[src/rtl/tgts_pkg.sv]
// Shared types and constants of the two-group task slot scheduler.
package tgts_pkg;

   localparam int unsigned DEF_SLOT_COUNT = 16;

   localparam int unsigned REQ_TYPE_W    = 3;
   localparam int unsigned SLOT_ID_W     = 4;
   localparam int unsigned RESULT_SLOT_W = 4;
   localparam int unsigned SEL_W         = 16;
   localparam int unsigned DESC_W        = 13;
   localparam int unsigned RANK_W        = 3;
   localparam int unsigned CSR_INDEX_W   = 1;
   localparam int unsigned CSR_DATA_W    = 16;

   localparam logic [RANK_W-1:0] RANK_MAX = 3'd7;

   localparam logic [CSR_INDEX_W-1:0] CSR_FIRST_DESC = 1'd0;
   localparam logic [CSR_INDEX_W-1:0] CSR_IDLE_SEL   = 1'd1;

   typedef enum logic [REQ_TYPE_W-1:0] {
      REQ_SCHEDULE    = 3'd0,
      REQ_CREATE      = 3'd1,
      REQ_REMOVE_ID   = 3'd2,
      REQ_REMOVE_CUR  = 3'd3,
      REQ_FIND_OLDEST = 3'd4
   } req_kind_type;

   typedef enum logic [2:0] {
      ST_IDLE,
      ST_TGT_RD,
      ST_TGT_EV,
      ST_RD,
      ST_EV,
      ST_DONE
   } seq_state_type;

   typedef struct packed {
      logic              rank_we;
      logic              alloc_we;
      logic              alloc_val;
      logic [RANK_W-1:0] rank;
   } tbl_wr_type;

   typedef struct packed {
      logic                     ok;
      logic [RESULT_SLOT_W-1:0] slot;
      logic [SEL_W-1:0]         selector;
      logic [RANK_W-1:0]        age_rank;
   } rsp_type;

endpackage

[src/rtl/tgts_slot_table.sv]
// Slot table: allocated bits in flip-flops, age ranks in a one-port memory.
module tgts_slot_table #(
   parameter int unsigned SLOT_COUNT = tgts_pkg::DEF_SLOT_COUNT,
   localparam int unsigned IdW = $clog2(SLOT_COUNT)
) (
   input  logic                       clock,
   input  logic                       reset,
   input  logic [IdW-1:0]             addr,
   input  tgts_pkg::tbl_wr_type       wr,
   output logic                       rd_alloc,
   output logic [tgts_pkg::RANK_W-1:0] rd_rank
);
   import tgts_pkg::*;

   logic [SLOT_COUNT-1:0] alloc_ff;
   logic [SLOT_COUNT-1:0] alloc_in;
   logic [RANK_W-1:0]     rank_ff [SLOT_COUNT];
   logic                  rd_alloc_ff;
   logic [RANK_W-1:0]     rd_rank_ff;

   always_comb begin
      alloc_in = alloc_ff;
      if (wr.alloc_we) begin
         alloc_in[addr] = wr.alloc_val;
      end
   end

   always_ff @(posedge clock) begin
      if (reset) begin
         alloc_ff <= '0;
      end else begin
         alloc_ff <= alloc_in;
      end
   end

   always_ff @(posedge clock) begin
      if (wr.rank_we) begin
         rank_ff[addr] <= wr.rank;
      end
      rd_rank_ff  <= rank_ff[addr];
      rd_alloc_ff <= alloc_ff[addr];
   end

   // a free slot reads as rank zero
   assign rd_alloc = rd_alloc_ff;
   assign rd_rank  = rd_alloc_ff ? rd_rank_ff : '0;

endmodule

[src/rtl/tgts_sequencer.sv]
// Sequencer: walks one group's slots through the table, a read state then an evaluate state for each slot.
module tgts_sequencer #(
   parameter int unsigned SLOT_COUNT = tgts_pkg::DEF_SLOT_COUNT,
   localparam int unsigned IdW = $clog2(SLOT_COUNT)
) (
   input  logic                              clock,
   input  logic                              reset,
   input  logic                              req_fire,
   input  logic [tgts_pkg::REQ_TYPE_W-1:0]   req_type,
   input  logic                              req_group,
   input  logic [tgts_pkg::SLOT_ID_W-1:0]    req_slot_id,
   input  logic                              req_spawn_ok,
   input  logic                              req_hold,
   output logic                              busy,
   input  logic [tgts_pkg::DESC_W-1:0]       first_desc,
   input  logic [tgts_pkg::SEL_W-1:0]        idle_sel,
   input  logic                              out_free,
   output logic                              done,
   output tgts_pkg::rsp_type                 rsp,
   output logic [IdW-1:0]                    tbl_addr,
   output tgts_pkg::tbl_wr_type              tbl_wr,
   input  logic                              tbl_alloc,
   input  logic [tgts_pkg::RANK_W-1:0]       tbl_rank
);
   import tgts_pkg::*;

   localparam int unsigned SchedSteps = SLOT_COUNT / 2;
   localparam int unsigned GrpSteps   = (SLOT_COUNT + 1) / 2;
   localparam int unsigned RmSteps    = GrpSteps - 1;
   localparam int unsigned StW        = $clog2(GrpSteps + 1);
   localparam int unsigned CmpW       = ((IdW > SLOT_ID_W) ? IdW : SLOT_ID_W) + 1;

   seq_state_type     state_ff, state_in;
   req_kind_type      op_ff, op_in;
   logic              spawn_ff, spawn_in;
   logic              hold_ff, hold_in;
   logic              served_ff, served_in;
   logic [IdW-1:0]    pos_ff, pos_in;
   logic [StW-1:0]    steps_ff, steps_in;
   logic              hit_ff, hit_in;
   logic [IdW-1:0]    hit_slot_ff, hit_slot_in;
   logic [RANK_W-1:0] top_ff, top_in;
   logic              any_ff, any_in;
   logic [RANK_W-1:0] removed_ff, removed_in;
   logic [IdW-1:0]    target_ff, target_in;
   logic              tgt_ok_ff, tgt_ok_in;
   logic [IdW-1:0]    lpa_ff, lpa_in;
   logic [IdW-1:0]    lpb_ff, lpb_in;
   logic              lgr_ff, lgr_in;

   logic [RANK_W-1:0] new_rank;
   logic [DESC_W-1:0] desc_sum;

   function automatic logic [IdW-1:0] next_pos(input logic [IdW-1:0] cur);
      logic [IdW:0] sum;
      sum = {1'b0, cur} + (IdW+1)'(2);
      if (sum >= (IdW+1)'(SLOT_COUNT)) begin
         sum = sum - (IdW+1)'(SLOT_COUNT);
      end
      return sum[IdW-1:0];
   endfunction

   function automatic logic [RESULT_SLOT_W-1:0] out_slot(input logic [IdW-1:0] cur);
      logic [CmpW-1:0] wide;
      wide = CmpW'(cur);
      return wide[RESULT_SLOT_W-1:0];
   endfunction

   assign new_rank = !any_ff ? '0 : (top_ff == RANK_MAX) ? RANK_MAX : top_ff + 3'd1;
   assign desc_sum = first_desc + DESC_W'(hit_slot_ff);
   assign busy     = (state_ff != ST_IDLE);

   always_comb begin
      state_in    = state_ff;
      op_in       = op_ff;
      spawn_in    = spawn_ff;
      hold_in     = hold_ff;
      served_in   = served_ff;
      pos_in      = pos_ff;
      steps_in    = steps_ff;
      hit_in      = hit_ff;
      hit_slot_in = hit_slot_ff;
      top_in      = top_ff;
      any_in      = any_ff;
      removed_in  = removed_ff;
      target_in   = target_ff;
      tgt_ok_in   = tgt_ok_ff;
      lpa_in      = lpa_ff;
      lpb_in      = lpb_ff;
      lgr_in      = lgr_ff;
      done        = 1'b0;
      rsp         = '0;
      tbl_addr    = pos_ff;
      tbl_wr      = '0;

      case (state_ff)
         ST_IDLE: begin
            if (req_fire) begin
               op_in     = req_kind_type'(req_type);
               spawn_in  = req_spawn_ok;
               hold_in   = req_hold;
               served_in = ~lgr_ff;
               hit_in    = 1'b0;
               any_in    = 1'b0;
               top_in    = '0;
               case (req_kind_type'(req_type))
                  REQ_SCHEDULE: begin
                     pos_in   = next_pos(lgr_ff ? lpa_ff : lpb_ff);
                     steps_in = StW'(SchedSteps);
                     state_in = req_hold ? ST_DONE : ST_RD;
                  end
                  REQ_CREATE, REQ_FIND_OLDEST: begin
                     pos_in   = IdW'(req_group);
                     steps_in = StW'(GrpSteps);
                     state_in = ST_RD;
                  end
                  REQ_REMOVE_ID: begin
                     target_in = IdW'(req_slot_id);
                     tgt_ok_in = (CmpW'(req_slot_id) < CmpW'(SLOT_COUNT));
                     state_in  = ST_TGT_RD;
                  end
                  REQ_REMOVE_CUR: begin
                     target_in = lgr_ff ? lpb_ff : lpa_ff;
                     tgt_ok_in = 1'b1;
                     state_in  = ST_TGT_RD;
                  end
                  default: begin
                     state_in = ST_DONE;
                  end
               endcase
            end
         end

         ST_TGT_RD: begin
            tbl_addr = target_ff;
            state_in = ST_TGT_EV;
         end

         ST_TGT_EV: begin
            tbl_addr = target_ff;
            if (tgt_ok_ff && tbl_alloc) begin
               hit_in     = 1'b1;
               removed_in = tbl_rank;
               pos_in     = next_pos(target_ff);
               steps_in   = StW'(RmSteps);
               state_in   = (RmSteps == 0) ? ST_DONE : ST_RD;
            end else begin
               state_in = ST_DONE;
            end
         end

         ST_RD: begin
            state_in = ST_EV;
         end

         ST_EV: begin
            case (op_ff)
               REQ_SCHEDULE: begin
                  if (!hit_ff && tbl_alloc) begin
                     hit_in      = 1'b1;
                     hit_slot_in = pos_ff;
                  end
               end
               REQ_CREATE: begin
                  if (!hit_ff && !tbl_alloc) begin
                     hit_in      = 1'b1;
                     hit_slot_in = pos_ff;
                  end
                  if (tbl_alloc) begin
                     any_in = 1'b1;
                     if (tbl_rank > top_ff) begin
                        top_in = tbl_rank;
                     end
                  end
               end
               REQ_FIND_OLDEST: begin
                  if (!hit_ff && tbl_alloc && tbl_rank == '0) begin
                     hit_in      = 1'b1;
                     hit_slot_in = pos_ff;
                  end
               end
               REQ_REMOVE_ID, REQ_REMOVE_CUR: begin
                  // lower every younger task of the group
                  if (tbl_alloc && tbl_rank > removed_ff) begin
                     tbl_wr.rank_we = 1'b1;
                     tbl_wr.rank    = tbl_rank - 3'd1;
                  end
               end
               default: begin
               end
            endcase
            steps_in = steps_ff - StW'(1);
            pos_in   = next_pos(pos_ff);
            state_in = (steps_ff == StW'(1)) ? ST_DONE : ST_RD;
         end

         ST_DONE: begin
            tbl_addr = (op_ff == REQ_CREATE) ? hit_slot_ff : target_ff;
            if (out_free) begin
               done     = 1'b1;
               state_in = ST_IDLE;
               case (op_ff)
                  REQ_SCHEDULE: begin
                     rsp.selector = idle_sel;
                     if (!hold_ff) begin
                        lgr_in = served_ff;
                        if (hit_ff) begin
                           if (served_ff) begin
                              lpb_in = hit_slot_ff;
                           end else begin
                              lpa_in = hit_slot_ff;
                           end
                           rsp.ok       = 1'b1;
                           rsp.slot     = out_slot(hit_slot_ff);
                           rsp.selector = {desc_sum, 3'b000};
                        end
                     end
                  end
                  REQ_CREATE: begin
                     if (hit_ff && spawn_ff) begin
                        tbl_wr.rank_we   = 1'b1;
                        tbl_wr.rank      = new_rank;
                        tbl_wr.alloc_we  = 1'b1;
                        tbl_wr.alloc_val = 1'b1;
                        rsp.ok           = 1'b1;
                        rsp.slot         = out_slot(hit_slot_ff);
                        rsp.age_rank     = new_rank;
                     end
                  end
                  REQ_REMOVE_ID, REQ_REMOVE_CUR: begin
                     if (hit_ff) begin
                        tbl_wr.alloc_we  = 1'b1;
                        tbl_wr.alloc_val = 1'b0;
                        rsp.ok           = 1'b1;
                        rsp.slot         = out_slot(target_ff);
                     end
                  end
                  REQ_FIND_OLDEST: begin
                     if (hit_ff) begin
                        rsp.ok   = 1'b1;
                        rsp.slot = out_slot(hit_slot_ff);
                     end
                  end
                  default: begin
                  end
               endcase
            end
         end

         default: begin
            state_in = ST_IDLE;
         end
      endcase
   end

   always_ff @(posedge clock) begin
      if (reset) begin
         state_ff <= ST_IDLE;
         lpa_ff   <= '0;
         lpb_ff   <= IdW'(1);
         lgr_ff   <= 1'b1;
      end else begin
         state_ff <= state_in;
         lpa_ff   <= lpa_in;
         lpb_ff   <= lpb_in;
         lgr_ff   <= lgr_in;
      end
   end

   always_ff @(posedge clock) begin
      op_ff       <= op_in;
      spawn_ff    <= spawn_in;
      hold_ff     <= hold_in;
      served_ff   <= served_in;
      pos_ff      <= pos_in;
      steps_ff    <= steps_in;
      hit_ff      <= hit_in;
      hit_slot_ff <= hit_slot_in;
      top_ff      <= top_in;
      any_ff      <= any_in;
      removed_ff  <= removed_in;
      target_ff   <= target_in;
      tgt_ok_ff   <= tgt_ok_in;
   end

endmodule

[src/rtl/two_group_task_slot_scheduler_unit.sv]
// A schedule on hold or an unknown request type goes straight to the done state and walks
// no slots. One request is in progress at a time: the sequencer reads the slots through
// the table's registered read port, and req_stall stays high from accept until the
// result is loaded for output, which waits while an earlier result is held by rsp_stall.
// Synchronous reset clears the allocated bits, the last picks (A to 0, B to 1), the last
// group run (B), the output valid and both registers.
module two_group_task_slot_scheduler_unit #(
   parameter int unsigned SLOT_COUNT = tgts_pkg::DEF_SLOT_COUNT,
   localparam int unsigned IdW = $clog2(SLOT_COUNT)
) (
   input  logic                                clock,
   input  logic                                reset,
   input  logic                                req_valid,
   output logic                                req_stall,
   input  logic [tgts_pkg::REQ_TYPE_W-1:0]     req_type,
   input  logic                                req_group,
   input  logic [tgts_pkg::SLOT_ID_W-1:0]      req_slot_id,
   input  logic                                req_spawn_ok,
   input  logic                                req_hold,
   output logic                                rsp_valid,
   input  logic                                rsp_stall,
   output logic                                rsp_ok,
   output logic [tgts_pkg::RESULT_SLOT_W-1:0]  rsp_result_slot,
   output logic [tgts_pkg::SEL_W-1:0]          rsp_selector,
   output logic [tgts_pkg::RANK_W-1:0]         rsp_age_rank,
   input  logic                                csr_we,
   input  logic [tgts_pkg::CSR_INDEX_W-1:0]    csr_index,
   input  logic [tgts_pkg::CSR_DATA_W-1:0]     csr_wdata
);
   import tgts_pkg::*;

   logic [DESC_W-1:0] first_desc_ff, first_desc_in;
   logic [SEL_W-1:0]  idle_sel_ff, idle_sel_in;
   logic              rsp_valid_ff, rsp_valid_in;
   rsp_type           rsp_ff, rsp_in;

   logic              req_fire;
   logic              busy;
   logic              out_free;
   logic              seq_done;
   rsp_type           seq_rsp;
   logic [IdW-1:0]    tbl_addr;
   tbl_wr_type        tbl_wr;
   logic              tbl_alloc;
   logic [RANK_W-1:0] tbl_rank;

   assign req_stall = busy;
   assign req_fire  = req_valid && !busy;
   assign out_free  = !rsp_valid_ff || !rsp_stall;

   always_comb begin
      first_desc_in = first_desc_ff;
      idle_sel_in   = idle_sel_ff;
      if (csr_we) begin
         case (csr_index)
            CSR_FIRST_DESC: first_desc_in = csr_wdata[DESC_W-1:0];
            CSR_IDLE_SEL:   idle_sel_in   = csr_wdata[SEL_W-1:0];
            default: begin
            end
         endcase
      end
   end

   always_ff @(posedge clock) begin
      if (reset) begin
         first_desc_ff <= '0;
         idle_sel_ff   <= '0;
      end else begin
         first_desc_ff <= first_desc_in;
         idle_sel_ff   <= idle_sel_in;
      end
   end

   tgts_slot_table #(
      .SLOT_COUNT(SLOT_COUNT)
   ) u_table (
      .clock    (clock),
      .reset    (reset),
      .addr     (tbl_addr),
      .wr       (tbl_wr),
      .rd_alloc (tbl_alloc),
      .rd_rank  (tbl_rank)
   );

   tgts_sequencer #(
      .SLOT_COUNT(SLOT_COUNT)
   ) u_seq (
      .clock        (clock),
      .reset        (reset),
      .req_fire     (req_fire),
      .req_type     (req_type),
      .req_group    (req_group),
      .req_slot_id  (req_slot_id),
      .req_spawn_ok (req_spawn_ok),
      .req_hold     (req_hold),
      .busy         (busy),
      .first_desc   (first_desc_ff),
      .idle_sel     (idle_sel_ff),
      .out_free     (out_free),
      .done         (seq_done),
      .rsp          (seq_rsp),
      .tbl_addr     (tbl_addr),
      .tbl_wr       (tbl_wr),
      .tbl_alloc    (tbl_alloc),
      .tbl_rank     (tbl_rank)
   );

   // hold the result until taken; load a new one only into a free register
   always_comb begin
      rsp_valid_in = rsp_valid_ff;
      rsp_in       = rsp_ff;
      if (seq_done) begin
         rsp_valid_in = 1'b1;
         rsp_in       = seq_rsp;
      end else if (!rsp_stall) begin
         rsp_valid_in = 1'b0;
      end
   end

   always_ff @(posedge clock) begin
      if (reset) begin
         rsp_valid_ff <= 1'b0;
      end else begin
         rsp_valid_ff <= rsp_valid_in;
      end
   end

   always_ff @(posedge clock) begin
      rsp_ff <= rsp_in;
   end

   assign rsp_valid       = rsp_valid_ff;
   assign rsp_ok          = rsp_ff.ok;
   assign rsp_result_slot = rsp_ff.slot;
   assign rsp_selector    = rsp_ff.selector;
   assign rsp_age_rank    = rsp_ff.age_rank;

   a_busy_after_accept: assert property (@(posedge clock) disable iff (reset)
      req_fire |=> req_stall)
      else $error("sequencer took a second item while working");

   a_done_into_free_reg: assert property (@(posedge clock) disable iff (reset)
      seq_done |-> out_free)
      else $error("result overwrote one still waiting");

   a_fail_clears_fields: assert property (@(posedge clock) disable iff (reset)
      rsp_valid && !rsp_ok |-> rsp_result_slot == '0 && rsp_age_rank == '0)
      else $error("failed request returned a slot or rank");

   a_no_done_while_idle: assert property (@(posedge clock) disable iff (reset)
      !req_stall |-> !seq_done)
      else $error("result produced with no item in progress");

endmodule

[config.mk]
export PLATFORM = sky130hd
export DESIGN_NAME = two_group_task_slot_scheduler_unit
export DESIGN_NICKNAME = d
export VERILOG_FILES = /design/src/rtl/tgts_pkg.sv /design/src/rtl/tgts_slot_table.sv /design/src/rtl/tgts_sequencer.sv /design/src/rtl/two_group_task_slot_scheduler_unit.sv
export SDC_FILE = /design/constraint.sdc
export NUM_CORES = 1
export LEC_CHECK = 0
export ABC_AREA = 1
export BUFFER_PORTS_ARGS = -buffer_cell sky130_fd_sc_hd__buf_2
export CAP_MARGIN = 0
export CORE_MARGIN = 2
export CORE_UTILIZATION = 60
export DETAILED_ROUTE_END_ITERATION = 8
export PLACE_DENSITY = 0.79
export SLEW_MARGIN = 20
export SYNTH_ARGS = -nofsm -noshare
export SYNTH_HDL_FRONTEND = slang
export SYNTH_SLANG_ARGS = --single-unit
[constraint.sdc]
create_clock -name clock -period 3.9 [get_ports clock]
set_clock_uncertainty 0.05 [all_clocks]
set_input_delay 0.195 -clock clock [delete_from_list [all_inputs] [get_ports clock]]
set_output_delay 0.195 -clock clock [all_outputs]
set_load 0.1 [all_outputs]
==> run metrics <==
status=finished, final reports clean; Final Worst Setup Slack=0.675 ns; CTS Sinks=164; DRT iter0 DRCs=686; placed insts=1164; crit end category=flop; vias in the first global route=6206; Num CTS Buffers=17; Final Hold Slack=0.0299 ns; Setup TNS Final=0 ns; worst skew pair latency=0.43 ns; Tot Pwr=5.95 mW; drt drc=0; Power per Cell Area=651 mW/mm2; Rel. slew slack=32.2%; largest cells by area after synthesis=edfxtp_1 (39%), dfxtp_1 (16%), nand2_1 (12%); post-CTS sizing=0; grt ovf=0; Die W=119 um; ant diodes=0; crit-path max cell delay=0.60 ns; I/O pins=58; WL final=18.0 mm; Critical Path AT=3.25 ns; Net count, final=1074; Synth Instances=953; # setup viols final=0; min cycle time layout=3.22 ns; Post-DP HPWL=12.0 mm; Root Buffer=clkbuf_16; H-tree depth=4; Setup WS pre-CTS=0.708 ns; die height=119 um; adder-cell share of the synthesized area=2.46%; initial antenna violation count=0; Worst Tran Pin Value=1.02 ns; area grow syn2layout=15.3%; crit path kind=flop to flop; slowest CP cell=nand3_2; layout cells sized above 1=11.8%; crit-path cells=inv_1 -> nand3_2 -> nand2_1 -> nand2_1 -> nand3_2 -> nand2_8 -> inv_2 -> nor2_4 -> inv_2 -> nor3_1; LEAKAGE=4.02 nW; Worst VDD drop=0.000544 V; Crit Path Max Fanout=35; RSZ-0062 raised after global routing=no; Netlist Area Pre-Place=0.00793 mm2; Synth Area in Compound Gates=9.62%; std cell rows=42; final worst path period share=82.7%; Top FF cell, synth=edfxtp_1; die area=0.0142 mm2; vias=6692; post-synth net total=1000; Synth top area share=38.6%; Setup crit start kind=flop; final hold viol count=0; Overall Global Routing Usage=26.9%; clock-pin transition on the worst setup and hold timing paths=0.06 ns; TritonCTS clock tree=done; design area=0.00915 mm2; Initial Utilization=60.6%; Crit path required time=3.93 ns; Detail Route Antenna Nets=0; Synth Area in Simple Gates=26.2%; Pre-Repair DR Iteration Count=5; synth warn=0; Synth Area in XOR/XNOR=0.883%; largest net degree at the start of global routing=39; post-synthesis average cell area=8.32 um2; Placed Area=0.00835 mm2; Max Root-Sink Buffers=2; post-synthesis sequential area ratio=54.3%; core footprint=0.0131 mm2; Hold Path Class=input port to flop; PortBufs=57; number of synthesized flops with an enable pin=102; setup bufs post-CTS=0; Slew Viols, Final=0; Yosys reg bits=164; Post-synth ARST share=0%; first-pass GRT wire length=29.8 mm; non-filler cells, final=1216; fmax=310 MHz; dominant cell type by area after synthesis=edfxtp_1; post-synthesis cell type count=39; GP Congestion=0.928; vias per cell=5.50; WL per Instance=14.8 um; Max Cap Violations=0; largest family of logic cells by synthesized area=simple AND/OR/NAND/NOR gates; fraction of synthesized area in multiplexers=0%; final design utilization=69.9%
[Yosys cell counts, types with 3 or more instances]
cell	instances
nand3_2	4
a31oi_1	4
clkbuf_1	19
or2_2	3
a22oi_1	4
xor2_1	5
a21oi_1	47
inv_2	6
nand3_1	70
dfxtp_1	62
nor2_1	127
o21ai_0	70
xnor2_1	3
buf_2	7
nor3_1	18
ha_1	14
nand2_1	263
edfxtp_1	102
nand2_2	5
o211ai_1	5
buf_6	4
inv_1	89
[sequential cells by signal, indices dropped and copies added (netlist names), 3 cells and up]
register / flops
u_seq.lpb_ff: 4
first_desc_ff: 13
u_seq.top_ff: 3
u_table.rank_ff: 48
rsp_age_rank: 3
u_seq.hit_slot_ff: 4
idle_sel_ff: 16
u_seq.removed_ff: 3
u_seq.target_ff: 4
rsp_selector: 16
u_seq.op_ff: 3
u_seq.steps_ff: 4
u_seq.state_ff: 3
u_seq.lpa_ff: 4
u_table.rd_rank_ff: 3
u_table.alloc_ff: 16
rsp_result_slot: 4
u_seq.pos_ff: 4
[per-layer routing]
layer | track usage [%] | part of all wire, % | wire length, um | vias to the layer above
met1 | 36.6 | 45 | 8070 | 3093
met4 | 9.82 | 1.9 | 347 | 0
li1 | - | - | - | 3291
met2 | 42.9 | 47 | 8480 | 275
met3 | 5.46 | 6.4 | 1150 | 33
met5 | 0 | 0 | 0 | -
[where the power goes]
group          internal (mW)  switching, mW  total [mW]
registers               2.05          0.115        2.17
clock network          0.979          0.698        1.68
logic                  0.404           1.70        2.11
total                   3.43           2.52        5.95
[critical path: cells and delay by family, from the launching register on]
family	cells	cell delay, ns
AND/OR/NAND/NOR	7	2.09
buffers and inverters	3	0.31
flip-flops	1	0.39
[cells in the final DEF (no fill, tap or decap), drive strengths merged, types with 20 or more instances in the layout]
master / synthesis / layout
nand3: 74 / 74
nor2: 131 / 131
clkbuf: 19 / 20
dfxtp: 62 / 62
o21ai: 70 / 70
nand2: 269 / 269
edfxtp: 102 / 102
inv: 95 / 103
buf: 12 / 66
dlygate4sd3: 0 / 20
a21oi: 47 / 47
[final cells by class]
type / instances / area, um2
flip-flops and latches: 164 / 4300
fillers: 999 / 3940
multi-input cells: 662 / 3110
repair buffers: 86 / 553
clock buffers: 20 / 489
inverters: 96 / 360
well taps: 176 / 220
clock inverters: 12 / 109
[cells by family (layout without fill, tap and decap cells)]
kind of cell,count (synthesis),after routing
xor+xnor,8,8
buf+inv,127,214
flops,164,164
simple gates,499,499
compound gates,140,140
fa+ha+maj,15,15
[timing repair]
action                                  CTS  global route
endpoints found under the setup margin    0             0
hold endpoints to repair                 25             0
hold buffers                             20             0
[worst paths after layout]
kind	to	slack [ns]	startpoint	cells past startpoint
max reg2reg	u_table.rank_ff[6][1]	0.68	u_seq.state_ff[0]	10
max	u_table.rank_ff[6][1]	0.68	u_seq.state_ff[0]	10
min	rsp_valid	0.03	rsp_stall	3
min reg2reg	u_seq.hit_slot_ff[2]	0.40	u_seq.pos_ff[2]	0
Note: power is estimated with default switching activity, not from simulation.
